File: config.mk
export PLATFORM = sky130hd
export DESIGN_NAME = button_debounce_joystick_conditioner_top_flat
export DESIGN_NICKNAME = d
export VERILOG_FILES = /design/src/bdjc_pkg.sv /design/src/bdjc_in_if.sv /design/src/bdjc_out_if.sv /design/src/button_debounce_joystick_conditioner_top.sv /design/src/bdjc_debounce.sv /design/src/bdjc_condition.sv /design/src/flat_wrapper.sv
export SDC_FILE = /design/constraint.sdc
export NUM_CORES = 2
export LEC_CHECK = 0
export BUFFER_PORTS_ARGS = -buffer_cell sky130_fd_sc_hd__buf_2
export CAP_MARGIN = 10
export CORE_MARGIN = 2
export CORE_UTILIZATION = 45
export DETAILED_ROUTE_END_ITERATION = 8
export PLACE_DENSITY = 0.58
export SLEW_MARGIN = 20
export SYNTH_ARGS = -nofsm -noshare
export SYNTH_HDL_FRONTEND = slang
export SYNTH_SLANG_ARGS = --single-unit
File: constraint.sdc
create_clock -name i_clk -period 14.73 [get_ports i_clk]
set_input_delay 2.946 -clock i_clk [delete_from_list [all_inputs] [get_ports i_clk]]
set_output_delay 2.946 -clock i_clk [all_outputs]
set_load 0.005 [all_outputs]
File: src/bdjc_pkg.sv
// ----------------------------------------------------------------------------
// bdjc_pkg
// Shared constants, types and arithmetic helpers for the button debounce and
// joystick conditioner.
// ----------------------------------------------------------------------------
`default_nettype none

package bdjc_pkg;

    localparam int NUM_BUTTONS = 8;
    localparam int ADC_BITS    = 12;
    localparam int ADC_MAX     = (1 << ADC_BITS) - 1;
    localparam int ADC_MID     = ADC_MAX >> 1;
    localparam int PCT_FULL    = 100;
    localparam int PCT_W       = 7;
    localparam int CNT_W       = 16;
    localparam int MENU_W      = 4;
    localparam int NUM_CHAN    = 6;
    localparam int NUM_JOY     = 4;
    localparam int CFG_IDX_W   = 2;
    localparam int CFG_DATA_W  = 16;

    localparam int BIT_BUTTON1 = 5;
    localparam int BIT_BUTTON3 = 3;
    localparam int BIT_BUTTON4 = 2;

    localparam int CHAN_POT_A  = 4;
    localparam int CHAN_POT_B  = 5;

    localparam logic [CFG_IDX_W-1:0] CFG_DEBOUNCE_THRESHOLD = 2'd0;
    localparam logic [CFG_IDX_W-1:0] CFG_CALIB_HOLD_TICKS   = 2'd1;
    localparam logic [CFG_IDX_W-1:0] CFG_LAST_MENU          = 2'd2;

    localparam logic [CNT_W-1:0]  RST_DEBOUNCE_THRESHOLD = 16'd20;
    localparam logic [CNT_W-1:0]  RST_CALIB_HOLD_TICKS   = 16'd5000;
    localparam logic [MENU_W-1:0] RST_LAST_MENU          = 4'd3;

    typedef logic [ADC_BITS-1:0]    t_adc;
    typedef logic signed [ADC_BITS:0] t_offset;
    typedef logic [PCT_W-1:0]       t_pct;
    typedef logic [NUM_BUTTONS-1:0] t_buttons;
    typedef logic [CNT_W-1:0]       t_count;
    typedef logic [MENU_W-1:0]      t_menu;

    typedef struct packed {
        t_count debounce_threshold;
        t_count calib_hold_ticks;
        t_menu  last_menu;
    } t_cfg;

    typedef struct packed {
        t_buttons stable;
        t_menu    menu;
        logic     capture;
    } t_btn_status;

    typedef struct packed {
        t_buttons              buttons_pressed;
        t_adc [NUM_CHAN-1:0]   raw;
    } t_in_item;

    typedef struct packed {
        t_pct [NUM_CHAN-1:0]   pct;
        t_buttons              buttons_stable;
        t_menu                 menu_index;
    } t_out_item;

    // floor(v * 100 / ADC_MAX) by shift estimate and one correction
    function automatic t_pct scale_pct(input t_adc v);
        logic [ADC_BITS+PCT_W-1:0] p;
        t_pct                      q0;
        logic [ADC_BITS:0]         r;
        p  = (ADC_BITS+PCT_W)'(v) * (ADC_BITS+PCT_W)'(PCT_FULL);
        q0 = p[ADC_BITS+PCT_W-1:ADC_BITS];
        r  = {1'b0, p[ADC_BITS-1:0]} + (ADC_BITS+1)'(q0);
        if (r >= (ADC_BITS+1)'(ADC_MAX)) begin
            scale_pct = q0 + t_pct'(1);
        end else begin
            scale_pct = q0;
        end
    endfunction

    function automatic t_pct joy_pct(input t_adc raw, input t_offset offset);
        logic signed [ADC_BITS+1:0] s;
        t_adc                       v;
        s = $signed({2'b00, raw}) + $signed({offset[ADC_BITS], offset});
        if (s[ADC_BITS+1]) begin
            v = '0;
        end else if (s[ADC_BITS]) begin
            v = t_adc'(ADC_MAX);
        end else begin
            v = s[ADC_BITS-1:0];
        end
        joy_pct = scale_pct(v);
    endfunction

    function automatic t_offset center_offset(input t_adc raw);
        center_offset = $signed((ADC_BITS+1)'(ADC_MID) - {1'b0, raw});
    endfunction

endpackage

`default_nettype wire

File: src/bdjc_in_if.sv
// ----------------------------------------------------------------------------
// bdjc_in_if
// Input item channel: button levels and six ADC samples.
// ----------------------------------------------------------------------------
`default_nettype none

interface bdjc_in_if;
    import bdjc_pkg::*;

    logic valid;
    logic ready;
    logic [NUM_BUTTONS-1:0] buttons_pressed;
    logic [ADC_BITS-1:0]    left_vertical_raw;
    logic [ADC_BITS-1:0]    left_horizontal_raw;
    logic [ADC_BITS-1:0]    right_vertical_raw;
    logic [ADC_BITS-1:0]    right_horizontal_raw;
    logic [ADC_BITS-1:0]    pot_a_raw;
    logic [ADC_BITS-1:0]    pot_b_raw;

    modport source (
        output valid, buttons_pressed, left_vertical_raw, left_horizontal_raw,
               right_vertical_raw, right_horizontal_raw, pot_a_raw, pot_b_raw,
        input  ready
    );

    modport sink (
        input  valid, buttons_pressed, left_vertical_raw, left_horizontal_raw,
               right_vertical_raw, right_horizontal_raw, pot_a_raw, pot_b_raw,
        output ready
    );
endinterface

`default_nettype wire

File: src/bdjc_out_if.sv
// ----------------------------------------------------------------------------
// bdjc_out_if
// Result item channel: percentages, stable buttons and menu index.
// ----------------------------------------------------------------------------
`default_nettype none

interface bdjc_out_if;
    import bdjc_pkg::*;

    logic valid;
    logic ready;
    logic [PCT_W-1:0]       left_vertical_pct;
    logic [PCT_W-1:0]       left_horizontal_pct;
    logic [PCT_W-1:0]       right_vertical_pct;
    logic [PCT_W-1:0]       right_horizontal_pct;
    logic [PCT_W-1:0]       pot_a_pct;
    logic [PCT_W-1:0]       pot_b_pct;
    logic [NUM_BUTTONS-1:0] buttons_stable;
    logic [MENU_W-1:0]      menu_index;

    modport source (
        output valid, left_vertical_pct, left_horizontal_pct, right_vertical_pct,
               right_horizontal_pct, pot_a_pct, pot_b_pct, buttons_stable,
               menu_index,
        input  ready
    );

    modport sink (
        input  valid, left_vertical_pct, left_horizontal_pct, right_vertical_pct,
               right_horizontal_pct, pot_a_pct, pot_b_pct, buttons_stable,
               menu_index,
        output ready
    );
endinterface

`default_nettype wire

File: src/button_debounce_joystick_conditioner_top.sv
// ----------------------------------------------------------------------------
// button_debounce_joystick_conditioner_top
// Debounces eight buttons, runs the menu index and joystick calibration, and
// turns six ADC samples into percentages.
//
//   channel   dir   handshake          payload
//   i_in      in    valid / ready      buttons_pressed, six raw samples
//   o_out     out   valid / ready      six percentages, buttons_stable, menu
//   cfg       in    i_cfg_we           i_cfg_index, i_cfg_data
//
// one item per cycle sustained while o_out.ready stays high; path from accept to result:
// input register, one pass of debounce and scaling logic, result register
// i_rst_n synchronous: all counters, offsets and menu index clear to zero
// a stalled result holds; one more item waits in the input register
// ----------------------------------------------------------------------------
`default_nettype none

module button_debounce_joystick_conditioner_top (
    input  wire logic                           i_clk,
    input  wire logic                           i_rst_n,
    bdjc_in_if.sink                             i_in,
    bdjc_out_if.source                          o_out,
    input  wire logic                           i_cfg_we,
    input  wire logic [bdjc_pkg::CFG_IDX_W-1:0] i_cfg_index,
    input  wire logic [bdjc_pkg::CFG_DATA_W-1:0] i_cfg_data
);
    import bdjc_pkg::*;

    t_cfg        r_cfg;
    t_in_item    r_in;
    logic        r_in_valid;
    t_out_item   r_out;
    logic        r_out_valid;
    logic        w_adv;
    logic        w_in_take;
    t_btn_status w_status;
    t_pct [NUM_CHAN-1:0] w_pct;

    assign w_adv     = r_in_valid && (!r_out_valid || o_out.ready);
    assign i_in.ready = !r_in_valid || w_adv;
    assign w_in_take = i_in.valid && i_in.ready;

    always_ff @(posedge i_clk) begin
        if (!i_rst_n) begin
            r_cfg.debounce_threshold <= RST_DEBOUNCE_THRESHOLD;
            r_cfg.calib_hold_ticks   <= RST_CALIB_HOLD_TICKS;
            r_cfg.last_menu          <= RST_LAST_MENU;
        end else if (i_cfg_we) begin
            case (i_cfg_index)
                CFG_DEBOUNCE_THRESHOLD: r_cfg.debounce_threshold <= i_cfg_data;
                CFG_CALIB_HOLD_TICKS:   r_cfg.calib_hold_ticks   <= i_cfg_data;
                CFG_LAST_MENU:          r_cfg.last_menu          <= i_cfg_data[MENU_W-1:0];
                default: begin
                end
            endcase
        end
    end

    always_ff @(posedge i_clk) begin
        if (!i_rst_n) begin
            r_in_valid <= 1'b0;
        end else if (w_in_take) begin
            r_in_valid <= 1'b1;
        end else if (w_adv) begin
            r_in_valid <= 1'b0;
        end
    end

    always_ff @(posedge i_clk) begin
        if (w_in_take) begin
            r_in.buttons_pressed <= i_in.buttons_pressed;
            r_in.raw[0]          <= i_in.left_vertical_raw;
            r_in.raw[1]          <= i_in.left_horizontal_raw;
            r_in.raw[2]          <= i_in.right_vertical_raw;
            r_in.raw[3]          <= i_in.right_horizontal_raw;
            r_in.raw[CHAN_POT_A] <= i_in.pot_a_raw;
            r_in.raw[CHAN_POT_B] <= i_in.pot_b_raw;
        end
    end

    bdjc_debounce u_debounce (
        .i_clk     (i_clk),
        .i_rst_n   (i_rst_n),
        .i_adv     (w_adv),
        .i_pressed (r_in.buttons_pressed),
        .i_cfg     (r_cfg),
        .o_status  (w_status)
    );

    bdjc_condition u_condition (
        .i_clk     (i_clk),
        .i_rst_n   (i_rst_n),
        .i_adv     (w_adv),
        .i_capture (w_status.capture),
        .i_raw     (r_in.raw),
        .o_pct     (w_pct)
    );

    always_ff @(posedge i_clk) begin
        if (!i_rst_n) begin
            r_out_valid <= 1'b0;
        end else if (w_adv) begin
            r_out_valid <= 1'b1;
        end else if (o_out.ready) begin
            r_out_valid <= 1'b0;
        end
    end

    always_ff @(posedge i_clk) begin
        if (w_adv) begin
            r_out.pct            <= w_pct;
            r_out.buttons_stable <= w_status.stable;
            r_out.menu_index     <= w_status.menu;
        end
    end

    assign o_out.valid                = r_out_valid;
    assign o_out.left_vertical_pct    = r_out.pct[0];
    assign o_out.left_horizontal_pct  = r_out.pct[1];
    assign o_out.right_vertical_pct   = r_out.pct[2];
    assign o_out.right_horizontal_pct = r_out.pct[3];
    assign o_out.pot_a_pct            = r_out.pct[CHAN_POT_A];
    assign o_out.pot_b_pct            = r_out.pct[CHAN_POT_B];
    assign o_out.buttons_stable       = r_out.buttons_stable;
    assign o_out.menu_index           = r_out.menu_index;

endmodule

`default_nettype wire

File: src/bdjc_debounce.sv
// ----------------------------------------------------------------------------
// bdjc_debounce
// Per-button debounce counters, calibration hold timer and menu index.
// ----------------------------------------------------------------------------
`default_nettype none

module bdjc_debounce (
    input  wire logic                  i_clk,
    input  wire logic                  i_rst_n,
    input  wire logic                  i_adv,
    input  wire bdjc_pkg::t_buttons    i_pressed,
    input  wire bdjc_pkg::t_cfg        i_cfg,
    output bdjc_pkg::t_btn_status      o_status
);
    import bdjc_pkg::*;

    t_count [NUM_BUTTONS-1:0] r_count;
    t_count [NUM_BUTTONS-1:0] n_count;
    t_buttons                 r_stable;
    t_buttons                 n_stable;
    t_count                   r_hold;
    t_count                   n_hold;
    t_menu                    r_menu;
    t_menu                    n_menu;
    t_count                   w_thr;
    logic [MENU_W:0]          w_menu_inc;
    logic                     w_capture;

    always_comb begin
        w_thr = (i_cfg.debounce_threshold == '0) ? t_count'(1) : i_cfg.debounce_threshold;
        for (int i = 0; i < NUM_BUTTONS; i++) begin
            if (i_pressed[i]) begin
                if (r_count[i] >= w_thr) begin
                    n_count[i] = w_thr;
                end else begin
                    n_count[i] = r_count[i] + t_count'(1);
                end
                n_stable[i] = r_stable[i] || (n_count[i] == w_thr);
            end else begin
                n_count[i]  = '0;
                n_stable[i] = 1'b0;
            end
        end
    end

    // menu advance on rising stable edge of button 4
    always_comb begin
        w_menu_inc = {1'b0, r_menu} + (MENU_W+1)'(1);
        if (n_stable[BIT_BUTTON4] && !r_stable[BIT_BUTTON4]) begin
            if (w_menu_inc > {1'b0, i_cfg.last_menu}) begin
                n_menu = '0;
            end else begin
                n_menu = w_menu_inc[MENU_W-1:0];
            end
        end else begin
            n_menu = r_menu;
        end
    end

    // calibration hold timer, capture on the tick it steps onto the limit
    always_comb begin
        w_capture = 1'b0;
        if (n_stable[BIT_BUTTON1] && n_stable[BIT_BUTTON3]) begin
            if (r_hold != '1) begin
                n_hold    = r_hold + t_count'(1);
                w_capture = (n_hold == i_cfg.calib_hold_ticks);
            end else begin
                n_hold = r_hold;
            end
        end else begin
            n_hold = '0;
        end
    end

    always_ff @(posedge i_clk) begin
        if (!i_rst_n) begin
            r_count  <= '0;
            r_stable <= '0;
            r_hold   <= '0;
            r_menu   <= '0;
        end else if (i_adv) begin
            r_count  <= n_count;
            r_stable <= n_stable;
            r_hold   <= n_hold;
            r_menu   <= n_menu;
        end
    end

    assign o_status.stable  = n_stable;
    assign o_status.menu    = n_menu;
    assign o_status.capture = w_capture;

`ifndef SYNTHESIS
    a_release_clears: assert property (@(posedge i_clk) disable iff (!i_rst_n)
        i_adv |=> (r_stable & ~$past(i_pressed)) == '0)
        else $error("released button left stable");

    a_hold_needs_buttons: assert property (@(posedge i_clk) disable iff (!i_rst_n)
        r_hold != '0 |-> r_stable[BIT_BUTTON1] && r_stable[BIT_BUTTON3])
        else $error("hold timer running without buttons 1 and 3");

    a_idle_holds_state: assert property (@(posedge i_clk) disable iff (!i_rst_n)
        !i_adv |=> $stable(r_menu) && $stable(r_hold) && $stable(r_stable))
        else $error("state changed without an item");

    a_menu_on_edge: assert property (@(posedge i_clk) disable iff (!i_rst_n)
        i_adv && !(n_stable[BIT_BUTTON4] && !r_stable[BIT_BUTTON4]) |=> $stable(r_menu))
        else $error("menu moved without button 4 edge");
`endif

endmodule

`default_nettype wire

File: src/bdjc_condition.sv
// ----------------------------------------------------------------------------
// bdjc_condition
// Joystick centering offsets, clamping and percent scaling of all channels.
// ----------------------------------------------------------------------------
`default_nettype none

module bdjc_condition (
    input  wire logic                                   i_clk,
    input  wire logic                                   i_rst_n,
    input  wire logic                                   i_adv,
    input  wire logic                                   i_capture,
    input  wire bdjc_pkg::t_adc [bdjc_pkg::NUM_CHAN-1:0] i_raw,
    output bdjc_pkg::t_pct [bdjc_pkg::NUM_CHAN-1:0]      o_pct
);
    import bdjc_pkg::*;

    t_offset [NUM_JOY-1:0] r_offset;
    t_offset [NUM_JOY-1:0] n_offset;

    always_comb begin
        for (int i = 0; i < NUM_JOY; i++) begin
            n_offset[i] = i_capture ? center_offset(i_raw[i]) : r_offset[i];
            o_pct[i]    = joy_pct(i_raw[i], n_offset[i]);
        end
        o_pct[CHAN_POT_A] = t_pct'(PCT_FULL) - scale_pct(i_raw[CHAN_POT_A]);
        o_pct[CHAN_POT_B] = t_pct'(PCT_FULL) - scale_pct(i_raw[CHAN_POT_B]);
    end

    always_ff @(posedge i_clk) begin
        if (!i_rst_n) begin
            r_offset <= '0;
        end else if (i_adv) begin
            r_offset <= n_offset;
        end
    end

endmodule

`default_nettype wire
File: src/flat_wrapper.sv
// flat-port wrapper written by rule: the top's interface ports become plain ports
module button_debounce_joystick_conditioner_top_flat import bdjc_pkg::*;
  (i_clk, i_rst_n, i_cfg_we, i_cfg_index, i_cfg_data, i_in_valid, i_in_buttons_pressed, i_in_left_vertical_raw, i_in_left_horizontal_raw, i_in_right_vertical_raw, i_in_right_horizontal_raw, i_in_pot_a_raw, i_in_pot_b_raw, i_in_ready, o_out_valid, o_out_left_vertical_pct, o_out_left_horizontal_pct, o_out_right_vertical_pct, o_out_right_horizontal_pct, o_out_pot_a_pct, o_out_pot_b_pct, o_out_buttons_stable, o_out_menu_index, o_out_ready);
  bdjc_in_if i_in_i ();
  bdjc_out_if o_out_i ();
  input  wire logic i_clk;
  input  wire logic i_rst_n;
  input  wire logic i_cfg_we;
  input  wire logic [bdjc_pkg::CFG_IDX_W-1:0] i_cfg_index;
  input  wire logic [bdjc_pkg::CFG_DATA_W-1:0] i_cfg_data;
  input wire logic [$bits(i_in_i.valid)-1:0] i_in_valid;
  input wire logic [$bits(i_in_i.buttons_pressed)-1:0] i_in_buttons_pressed;
  input wire logic [$bits(i_in_i.left_vertical_raw)-1:0] i_in_left_vertical_raw;
  input wire logic [$bits(i_in_i.left_horizontal_raw)-1:0] i_in_left_horizontal_raw;
  input wire logic [$bits(i_in_i.right_vertical_raw)-1:0] i_in_right_vertical_raw;
  input wire logic [$bits(i_in_i.right_horizontal_raw)-1:0] i_in_right_horizontal_raw;
  input wire logic [$bits(i_in_i.pot_a_raw)-1:0] i_in_pot_a_raw;
  input wire logic [$bits(i_in_i.pot_b_raw)-1:0] i_in_pot_b_raw;
  output wire logic [$bits(i_in_i.ready)-1:0] i_in_ready;
  output wire logic [$bits(o_out_i.valid)-1:0] o_out_valid;
  output wire logic [$bits(o_out_i.left_vertical_pct)-1:0] o_out_left_vertical_pct;
  output wire logic [$bits(o_out_i.left_horizontal_pct)-1:0] o_out_left_horizontal_pct;
  output wire logic [$bits(o_out_i.right_vertical_pct)-1:0] o_out_right_vertical_pct;
  output wire logic [$bits(o_out_i.right_horizontal_pct)-1:0] o_out_right_horizontal_pct;
  output wire logic [$bits(o_out_i.pot_a_pct)-1:0] o_out_pot_a_pct;
  output wire logic [$bits(o_out_i.pot_b_pct)-1:0] o_out_pot_b_pct;
  output wire logic [$bits(o_out_i.buttons_stable)-1:0] o_out_buttons_stable;
  output wire logic [$bits(o_out_i.menu_index)-1:0] o_out_menu_index;
  input wire logic [$bits(o_out_i.ready)-1:0] o_out_ready;
  assign i_in_i.valid = i_in_valid;
  assign i_in_i.buttons_pressed = i_in_buttons_pressed;
  assign i_in_i.left_vertical_raw = i_in_left_vertical_raw;
  assign i_in_i.left_horizontal_raw = i_in_left_horizontal_raw;
  assign i_in_i.right_vertical_raw = i_in_right_vertical_raw;
  assign i_in_i.right_horizontal_raw = i_in_right_horizontal_raw;
  assign i_in_i.pot_a_raw = i_in_pot_a_raw;
  assign i_in_i.pot_b_raw = i_in_pot_b_raw;
  assign i_in_ready = i_in_i.ready;
  assign o_out_valid = o_out_i.valid;
  assign o_out_left_vertical_pct = o_out_i.left_vertical_pct;
  assign o_out_left_horizontal_pct = o_out_i.left_horizontal_pct;
  assign o_out_right_vertical_pct = o_out_i.right_vertical_pct;
  assign o_out_right_horizontal_pct = o_out_i.right_horizontal_pct;
  assign o_out_pot_a_pct = o_out_i.pot_a_pct;
  assign o_out_pot_b_pct = o_out_i.pot_b_pct;
  assign o_out_buttons_stable = o_out_i.buttons_stable;
  assign o_out_menu_index = o_out_i.menu_index;
  assign o_out_i.ready = o_out_ready;
  button_debounce_joystick_conditioner_top u_core (.i_clk(i_clk), .i_rst_n(i_rst_n), .i_in(i_in_i), .o_out(o_out_i), .i_cfg_we(i_cfg_we), .i_cfg_index(i_cfg_index), .i_cfg_data(i_cfg_data));
endmodule
==> flow_metrics.env <==
export IMPL_multiInputGateArea_um2=23000
export IMPL_synth_top_family_by_area="adder cells"
export IMPL_slowest_delay_ns=0.66
export IMPL_crit_required_ns=15.07
export IMPL_synth_compound_area_share_pct=18.3
export IMPL_synth_edff_count=134
export IMPL_vias_per_cell=5.55
export IMPL_yosysUniqueCellTypes=94
export IMPL_stdcell_count=5200
export IMPL_hpwl_um=64000
export IMPL_cts_sinks=380
export IMPL_worstSkewPairLatency_ns=0.61
export IMPL_finalCriticalPeriod_ns=12.97
export IMPL_grt_max_degree=81
export IMPL_path_max_fanout=54
export IMPL_setup_viol=0
export IMPL_cts_setup_buffers=0
export IMPL_grt_overflow_total=0
export IMPL_portBuffers=158
export IMPL_cp_start_kind="flop"
export IMPL_power_leakage_nw=16.0
export IMPL_postRouteAntennaNets=0
export IMPL_synthMuxAreaShare_pct=1.45
export IMPL_endpoint_kind="flop"
export IMPL_synth_seq_cells=380
export IMPL_grt_antenna_before_repair=5
export IMPL_place_gp_congestion=0.862
export IMPL_p_clk_share_pct=32.2
export IMPL_synthesis_area_um2=33800
export IMPL_dieArea_um2=77400
export IMPL_powerDensity_nw_per_um2=102
export IMPL_post_place_ws_ns=1.91
export IMPL_criticalPathCategory="flop to flop"
export IMPL_holdBufCountCts=0
export IMPL_rsz0062_at_grt="false"
export IMPL_setup_ws_ns=1.76
export IMPL_synth_fa_ha_area_share_pct=19.8
export IMPL_htreeDepth=2
export IMPL_cap_violations=0
export IMPL_io_pins=159
export IMPL_drt_iter0_markers=1819
export IMPL_area_growth_pct=9.86
export IMPL_vias=28900
export IMPL_irDropWorstVdd_mv=0.0966
export IMPL_fmax_mhz=77.1
export IMPL_post_route_period_util_pct=88.1
export IMPL_wl_per_cell_um=17.5
export IMPL_tightest_slew_ns=1.09
export IMPL_finClkSkew_ns=0.0445
export IMPL_status="completed"
export IMPL_drive_gt1_share_pct=8.33
export IMPL_yosys_area_top_type_share_pct=16.7
export IMPL_slew_headroom_pct=26.8
export IMPL_track_usage_pct=23.1
export IMPL_ys_seq_area_share_pct=26.5
export IMPL_grt_pass1_wl_um=146000
export IMPL_drt_pass1_iter_count=6
export IMPL_critical_path_arrival_ns=13.31
export IMPL_start_util_pct=45.4
export IMPL_internal_power_mw=2.46
export IMPL_netlist_instances=4109
export IMPL_fin_setup_tns_ns=0
export IMPL_fin_total_pwr_mw=3.78
export IMPL_syn_avg_cell_area_um2=8.23
export IMPL_cp_common_cell="a21oi_1"
export IMPL_cts_resized=0
export IMPL_dp_cells=5104
export IMPL_regArea_um2=8950
export IMPL_pwr_share_seq_pct=31.7
export IMPL_n_fill_cell=7245
export IMPL_slowest_stage="a2111oi_0"
export IMPL_hold_class="flop to flop"
export IMPL_yosys_area_share_simple_pct=17.8
export IMPL_numCtsBuffers=48
export IMPL_synth_area_top_cells="ha_1 (17%), dfxtp_1 (15%), edfxtp_1 (12%)"
export IMPL_coreArea_um2=74400
export IMPL_rows=100
export IMPL_cts_clk_slew_worst_paths_ns=0.06
export IMPL_synthFlopType="dfxtp_1"
export IMPL_grt_pass1_vias=27100
export IMPL_fin_util_pct=49.9
export IMPL_p_comb_share_pct=36.1
export IMPL_clockBufferDepth=3
export IMPL_synth_top_area_cell="ha_1"
export IMPL_finalNetCount=4788
export IMPL_syn_nets=4712
export IMPL_switching_share_pct=34.9
export IMPL_die_x_um=278
export IMPL_slew_viol_final=0
export IMPL_async_flop_share_pct=0
export IMPL_synth_xor_area_share_pct=10.4
export IMPL_drcViolationCount=0
export IMPL_yosysWarnings=0
export IMPL_tritoncts="built"
export IMPL_hold_violations=0
export IMPL_fp_dieH_um=278
export IMPL_cts_root_buf="clkbuf_16"
export IMPL_switchingPower_mw=1.32
export IMPL_wirelength_um=90800
## final cells by class
type	instances	share of cell area (%)
Multi-Input combinational cell	3219	61.9
Tap cell	969	3.26
Sequential cell	380	24.1
Clock inverter	25	0.667
Clock buffer	65	3.65
Antenna cell	6	0.0404
Inverter	333	3.38
Timing Repair Buffer	203	3.04
## placed cells by master (no fill, tap or decap), types with 18 or more instances in the layout
cell type and instances:
buf_4 45, o22ai_1 41, xor2_1 127, and3_1 53, or3_1 24, nand4_1 38, xnor2_1 269, nor2_1 230
inv_1 328, clkbuf_16 50, o21ai_0 251, ha_1 452, nor2b_1 29, a21o_1 98, mux2i_1 26, a31oi_1 18
nor3b_1 30, a211oi_1 20, buf_2 158, or2_2 23, nand2b_1 33, nor3_1 134, nor4_1 31, nand2_1 442
dfxtp_1 246, and2_1 32, edfxtp_1 134, fa_1 48, nand3_1 111, o21a_1 34, a21oi_1 369
## critical path, delay by kind of cell, from the launching register on
kind | cells | cell delay [ns]
AOI/OAI and AO/OA | 21 | 4.82
xor gates and xnor gates | 3 | 1.28
adders and majority gates | 7 | 2.45
buffers and inverters | 5 | 1.15
DFF | 1 | 0.30
muxes | 1 | 0.38
and+or+nand+nor | 9 | 2.31
## layer usage
layer / share of wire, % / GRT usage [%] / vias up
met3: 4.3 / 2.40 / 125
met1: 48 / 32.7 / 13500
li1: - / - / 14700
met5: 0 / 0 / -
met2: 45 / 37.3 / 584
met4: 2.6 / 6.50 / 0
## sequential cells by signal, summed over array words and instances, names as in the netlist
name and cells:
u_core.o_out.menu_index 4, u_core.o_out.pot_b_pct 7, u_core.r_in 80, u_core.u_debounce.r_stable 8
u_core.r_cfg 36, u_core.o_out.valid 1, u_core.u_debounce.r_menu 4, u_core.u_debounce.r_hold 16
u_core.o_out.right_horizontal_pct 7, u_core.u_condition.r_offset 52, u_core.o_out.buttons_stable 8, u_core.o_out.pot_a_pct 7
u_core.o_out.left_vertical_pct 7, u_core.o_out.right_vertical_pct 7, u_core.u_debounce.r_count 128, u_core.o_out.left_horizontal_pct 7
u_core.r_in_valid 1
## synth_stat cells (33+ instances only)
master,instances
ha_1,452
nand2_1,442
a21oi_1,369
inv_1,329
xnor2_1,269
o21ai_0,251
dfxtp_1,246
nor2_1,231
clkbuf_1,137
edfxtp_1,134
nor3_1,134
xor2_1,127
nand3_1,112
a21o_1,98
and3_1,53
fa_1,48
o22ai_1,41
nand4_1,38
nand2b_1,34
o21a_1,34
and2_1,33
## cells by family after synthesis
kind of cell / after synthesis
AND/OR/NAND/NOR: 1256
adder cells (fa/ha/maj): 508
AO/OA/AOI/OAI: 1011
XOR/XNOR: 398
multiplexers: 46
buffers and inverters: 510
flip-flops: 380
## power groups by stage
stage	logic, mW	clock network, mW	registers [mW]
2_1_floorplan	1.05	0	1.22
3_3_place_gp	1.36	0	1.22
3_5_place_dp	1.36	0	1.22
4_1_cts	1.37	1.25	1.20
5_1_grt	1.56	1.28	1.21
6_report	1.37	1.22	1.20
## through the flow
stage	hold slack, ns	instance area [um2]
detailed placement	0.447	35500
global placement	0.443	35500
floorplan	0.437	33800
global route	0.470	37100
CTS	0.455	37100
finish	0.453	37100
## final timing paths
path         slack, ns                       startpoint  depth (start not counted)                                 to
max               1.76                 u_core.r_cfg[23]                         46  u_core.o_out.left_vertical_pct[1]
min               0.45  u_core.u_condition.r_offset[48]                          2    u_core.u_condition.r_offset[48]
max reg2reg       1.76                 u_core.r_cfg[23]                         46  u_core.o_out.left_vertical_pct[1]
min reg2reg       0.45  u_core.u_condition.r_offset[48]                          2    u_core.u_condition.r_offset[48]
Note: power is estimated with default switching activity, not from simulation.
